## config.mk

```make
export PLATFORM = sky130hd
export DESIGN_NAME = spct_queue
export DESIGN_NICKNAME = d
export VERILOG_FILES = /design/src/rtl/spct_pkg.sv /design/src/rtl/spct_queue.sv
export SDC_FILE = /design/constraint.sdc
export NUM_CORES = 1
export LEC_CHECK = 0
export BUFFER_PORTS_ARGS = -buffer_cell sky130_fd_sc_hd__clkbuf_2
export CAP_MARGIN = 10
export CORE_UTILIZATION = 57
export CTS_CLUSTER_SIZE = 40
export DETAILED_ROUTE_END_ITERATION = 12
export GPL_ROUTABILITY_DRIVEN = 0
export PLACE_DENSITY = 0.79
export SYNTH_ARGS = -nofsm -noshare
export SYNTH_HDL_FRONTEND = slang
export SYNTH_SLANG_ARGS = --single-unit
```

## constraint.sdc

```tcl
create_clock -name clock -period 10.92 [get_ports clock]
set_input_delay 0.546 -clock clock [delete_from_list [all_inputs] [get_ports clock]]
set_output_delay 0.546 -clock clock [all_outputs]
set_load 0.03 [all_outputs]
```

## src/rtl/spct_pkg.sv

```systemverilog
// constants shared by the sphere pair collision test core
// no dependencies
`default_nettype none
package spct_pkg;
   localparam int FRAC_BITS = 16;
   localparam int NORM_W = 32;
   localparam int NORM_FRAC = 30;
   localparam int DIV_STEPS = 31;
   localparam int DEPTH_SHIFT = 46;
   localparam int LEN_SPLIT = 24;
   localparam int QUEUE_DEPTH = 4;
   localparam logic [NORM_W-2:0] NORM_MAX = {(NORM_W-1){1'b1}};
   localparam logic [NORM_W-2:0] NORM_ONE = (NORM_W-1)'(1) << NORM_FRAC;
endpackage
`default_nettype wire

```

## src/rtl/spct_queue.sv

```systemverilog
// short register queue between the front and the back pipeline
// depends on spct_pkg
`default_nettype none
module spct_queue #(
   parameter int DATA_W = 329
) (
   input  logic              clock,
   input  logic              reset,
   input  logic              push,
   input  logic [DATA_W-1:0] push_data,
   output logic              full,
   input  logic              pop,
   output logic              avail,
   output logic [DATA_W-1:0] pop_data
);
   import spct_pkg::*;

   localparam int PW = $clog2(QUEUE_DEPTH);
   localparam int CW = $clog2(QUEUE_DEPTH + 1);

   logic [DATA_W-1:0] mem_ff [0:QUEUE_DEPTH-1];
   logic [PW-1:0]     wr_ff;
   logic [PW-1:0]     rd_ff;
   logic [CW-1:0]     cnt_ff;

   assign full = cnt_ff == CW'(QUEUE_DEPTH);
   assign avail = cnt_ff != '0;
   assign pop_data = mem_ff[rd_ff];

   always_ff @(posedge clock) begin
      if (reset) begin
         wr_ff <= '0;
         rd_ff <= '0;
         cnt_ff <= '0;
      end else begin
         if (push) wr_ff <= PW'(wr_ff + 1'b1);
         if (pop) rd_ff <= PW'(rd_ff + 1'b1);
         if (push && !pop) cnt_ff <= CW'(cnt_ff + 1'b1);
         else if (pop && !push) cnt_ff <= CW'(cnt_ff - 1'b1);
      end
   end

   always_ff @(posedge clock) begin
      if (push) mem_ff[wr_ff] <= push_data;
   end
endmodule
`default_nettype wire

```

==> flow_metrics.tcl <==
set metrics [dict create \
    status "finished, final reports clean" \
    ys_warn_count 0 \
    drcViolationCount 0 \
    peakVddDrop_mv 0.1808 \
    die_y_um 292.9 \
    drt-initial-drc-count 1584 \
    crit_fanout 73 \
    viasPerCell 5.813 \
    yosysTopAreaCell "edfxtp_1" \
    avgSynthCellArea_um2 27.36 \
    synth_edf_count 1316 \
    p_leak_nw 18.80 \
    utilization_pct 67.10 \
    synth.area.top_cells "edfxtp_1 (82%), mux4_2 (15%), buf_12 (1.4%)" \
    holdPathEnd "mem_ff[1][35]" \
    ioPinCount 664 \
    core_um2 83690 \
    crit-reg2reg-launch "wr_ff[0]" \
    num-fill-cells 5009 \
    grt_max_degree 162 \
    cts_tree "done" \
    fin_tns_setup_ns 0 \
    ant_nets 0 \
    grt_pass1_vias 23260 \
    drive_above_1_share_pct 45.85 \
    fp.dieArea_um2 85810 \
    area_growth_pct 16.39 \
    start_util_pct 57.65 \
    regArea_um2 39710 \
    postCtsResizedCells 0 \
    slew_viol_final 0 \
    ctsHtreeMaxLevel 3 \
    clkTransAtPathRegs_ns 0.06 \
    period_needed_ns 4.467 \
    cts_buffers 120 \
    place_area_um2 52340 \
    slowest_delay_ns 0.89 \
    hold_class "in2reg" \
    min_path_cells 1 \
    ys_seq_elements 1325 \
    synthTopCellsByCount "edfxtp_1 (1316), mux4_2 (329), buf_12 (33), buf_2 (33), dfxtp_1 (9)" \
    grt_pass1_wl_um 145500 \
    finalCritPeriodShare_pct 40.90 \
    final_nets 2833 \
    power.total_w 0.01125 \
    worst_path_max_delay_cell "buf_4" \
    hold_start "push_data[35]" \
    first_pass_iters 4 \
    post_drt_wl_per_cell_um 26.85 \
    rrSetupSlack_ns 7.45 \
    crit_required_ns 10.37 \
    rows 106 \
    cap_violations 0 \
    syn_inst 1763 \
    max_slew_margin_pct 11.25 \
    final-setup-viol-count 0 \
    synth_ff_type "edfxtp_1" \
    max_freq_mhz 223.9 \
    fin_area_um2 56150 \
    grt_use_total_pct 23.32 \
    multi_input_area_um2 7651 \
    cts_root_buffer "clkbuf_16" \
    vias 21810 \
    endpoint_kind "primary output" \
    path_cells "buf_4, buf_4, mux4_2, clkbuf_2" \
    final-hold-violation-count 0 \
    clk_path_buf_depth 3 \
    reg2reg_depth 4 \
    powerDensity_nw_per_um2 200.4 \
    rsz0062_at_grt "false" \
    synth_top_area_share_pct 81.91 \
    r2r_end "mem_ff[3][146]" \
    worstSetupPathType "reg2out" \
    numPortBuffers 663 \
    routed_wl_um 100700 \
    synth-async-reset-ratio_pct 0 \
    clkLatencyLatePin_ns 0.70 \
    seq_area_frac_synth_pct 82.29 \
    worst_pin_slew_ns 1.331 \
    syn_area_um2 48240 \
    fin_skew_ns 0.01709 \
    worstPathArrival_ns 3.92 \
    yosysMostFrequentCell "edfxtp_1" \
    clock-sinks 1325 \
    syn_nets 2102 \
    start_kind "flop" \
    path_common_cell "buf_4" \
    hpwlAfterDp_um 60500 \
    die_w_um 292.9 \
    grt_overflow 0 \
    antenna_found_initial 31 \
    ys_types 22 \
]
## power breakdown
part	internal, W	switching (W)	total, W
clock	0.00221	0.00176	0.00398
combinational	0.000457	0.000905	0.00136
sequential	0.00585	0.0000631	0.00592
total	0.00852	0.00273	0.0113
## critical path: cells and delay by family (launching register included)
kind / cells / cell delay (ns)
buffers and inverters: 3 / 1.94
DFF: 1 / 0.62
muxes: 1 / 0.48
## sequential cells by signal, summed over array words and instances (netlist names), named ones only
signal and flops:
cnt_ff 3, wr_ff 2, mem_ff 1316, rd_ff 2
## final cells by class
class	instances	area share, %
Timing Repair Buffer	684	6.355
Clock inverter	80	1.121
Antenna cell	27	0.1203
Tap cell	1134	2.527
Sequential cell	1325	70.71
Clock buffer	139	5.513
Inverter	4	0.02674
Multi-Input combinational cell	359	13.63
## worst max-delay path by stage
stage	end	slack (ns)	depth (start not counted)
floorplan	mem_ff[0][0]	2.21	3
global placement	pop_data[152]	7.25	4
detailed placement	pop_data[152]	7.20	4
CTS	pop_data[123]	6.39	4
global route	pop_data[123]	6.30	4
finish	pop_data[123]	6.45	4
## cells by family after synthesis
family                   share of synthesized area (%)
AO/OA/AOI/OAI                                  0.02073
XOR/XNOR                                       0.09079
adder cells (fa/ha/maj)                         0.1712
buffers and inverters                            1.875
flip-flops                                       82.29
multiplexers                                     15.40
AND/OR/NAND/NOR                                 0.1556
## repair_timing
item / 4_1_cts / 5_1_grt
endpoints found under the hold margin: 8 / 0
hold buffers: 2 / 0
setup buffers: 0 / 0
## layer usage
| metal | GRT usage (%) | wire length (um) |
|---|---|---|
| met1 | 27.46 | 34570 |
| met2 | 39.63 | 53740 |
| met3 | 6.346 | 8424 |
| met4 | 11.79 | 3937 |
| met5 | 0 | 67 |
## placed cells by master, fill, tap and decap left out, drive strengths merged, types with 4 or more instances in the layout
cell type and instances:
and2 4, buf 19, bufinv 8, clkbuf 802
clkinv 61, clkinvlp 7, dfxtp 9, diode 27
edfxtp 1316, ha 5, inv 8, mux4 329
nor2 7
## metrics by stage
stage                     worst slack [ns]  hold WS (ns)  instances
after global placement               7.249        0.4697       3504
after CTS                            6.390     0.0003780       3725
final                                6.453       0.05214       3752
after floorplan                      2.209        0.4614       1763
after global routing                 6.295       0.02412       3751
after detailed placement             7.205        0.5235       3504
No activity file was read; power rests on OpenSTA's default activity.
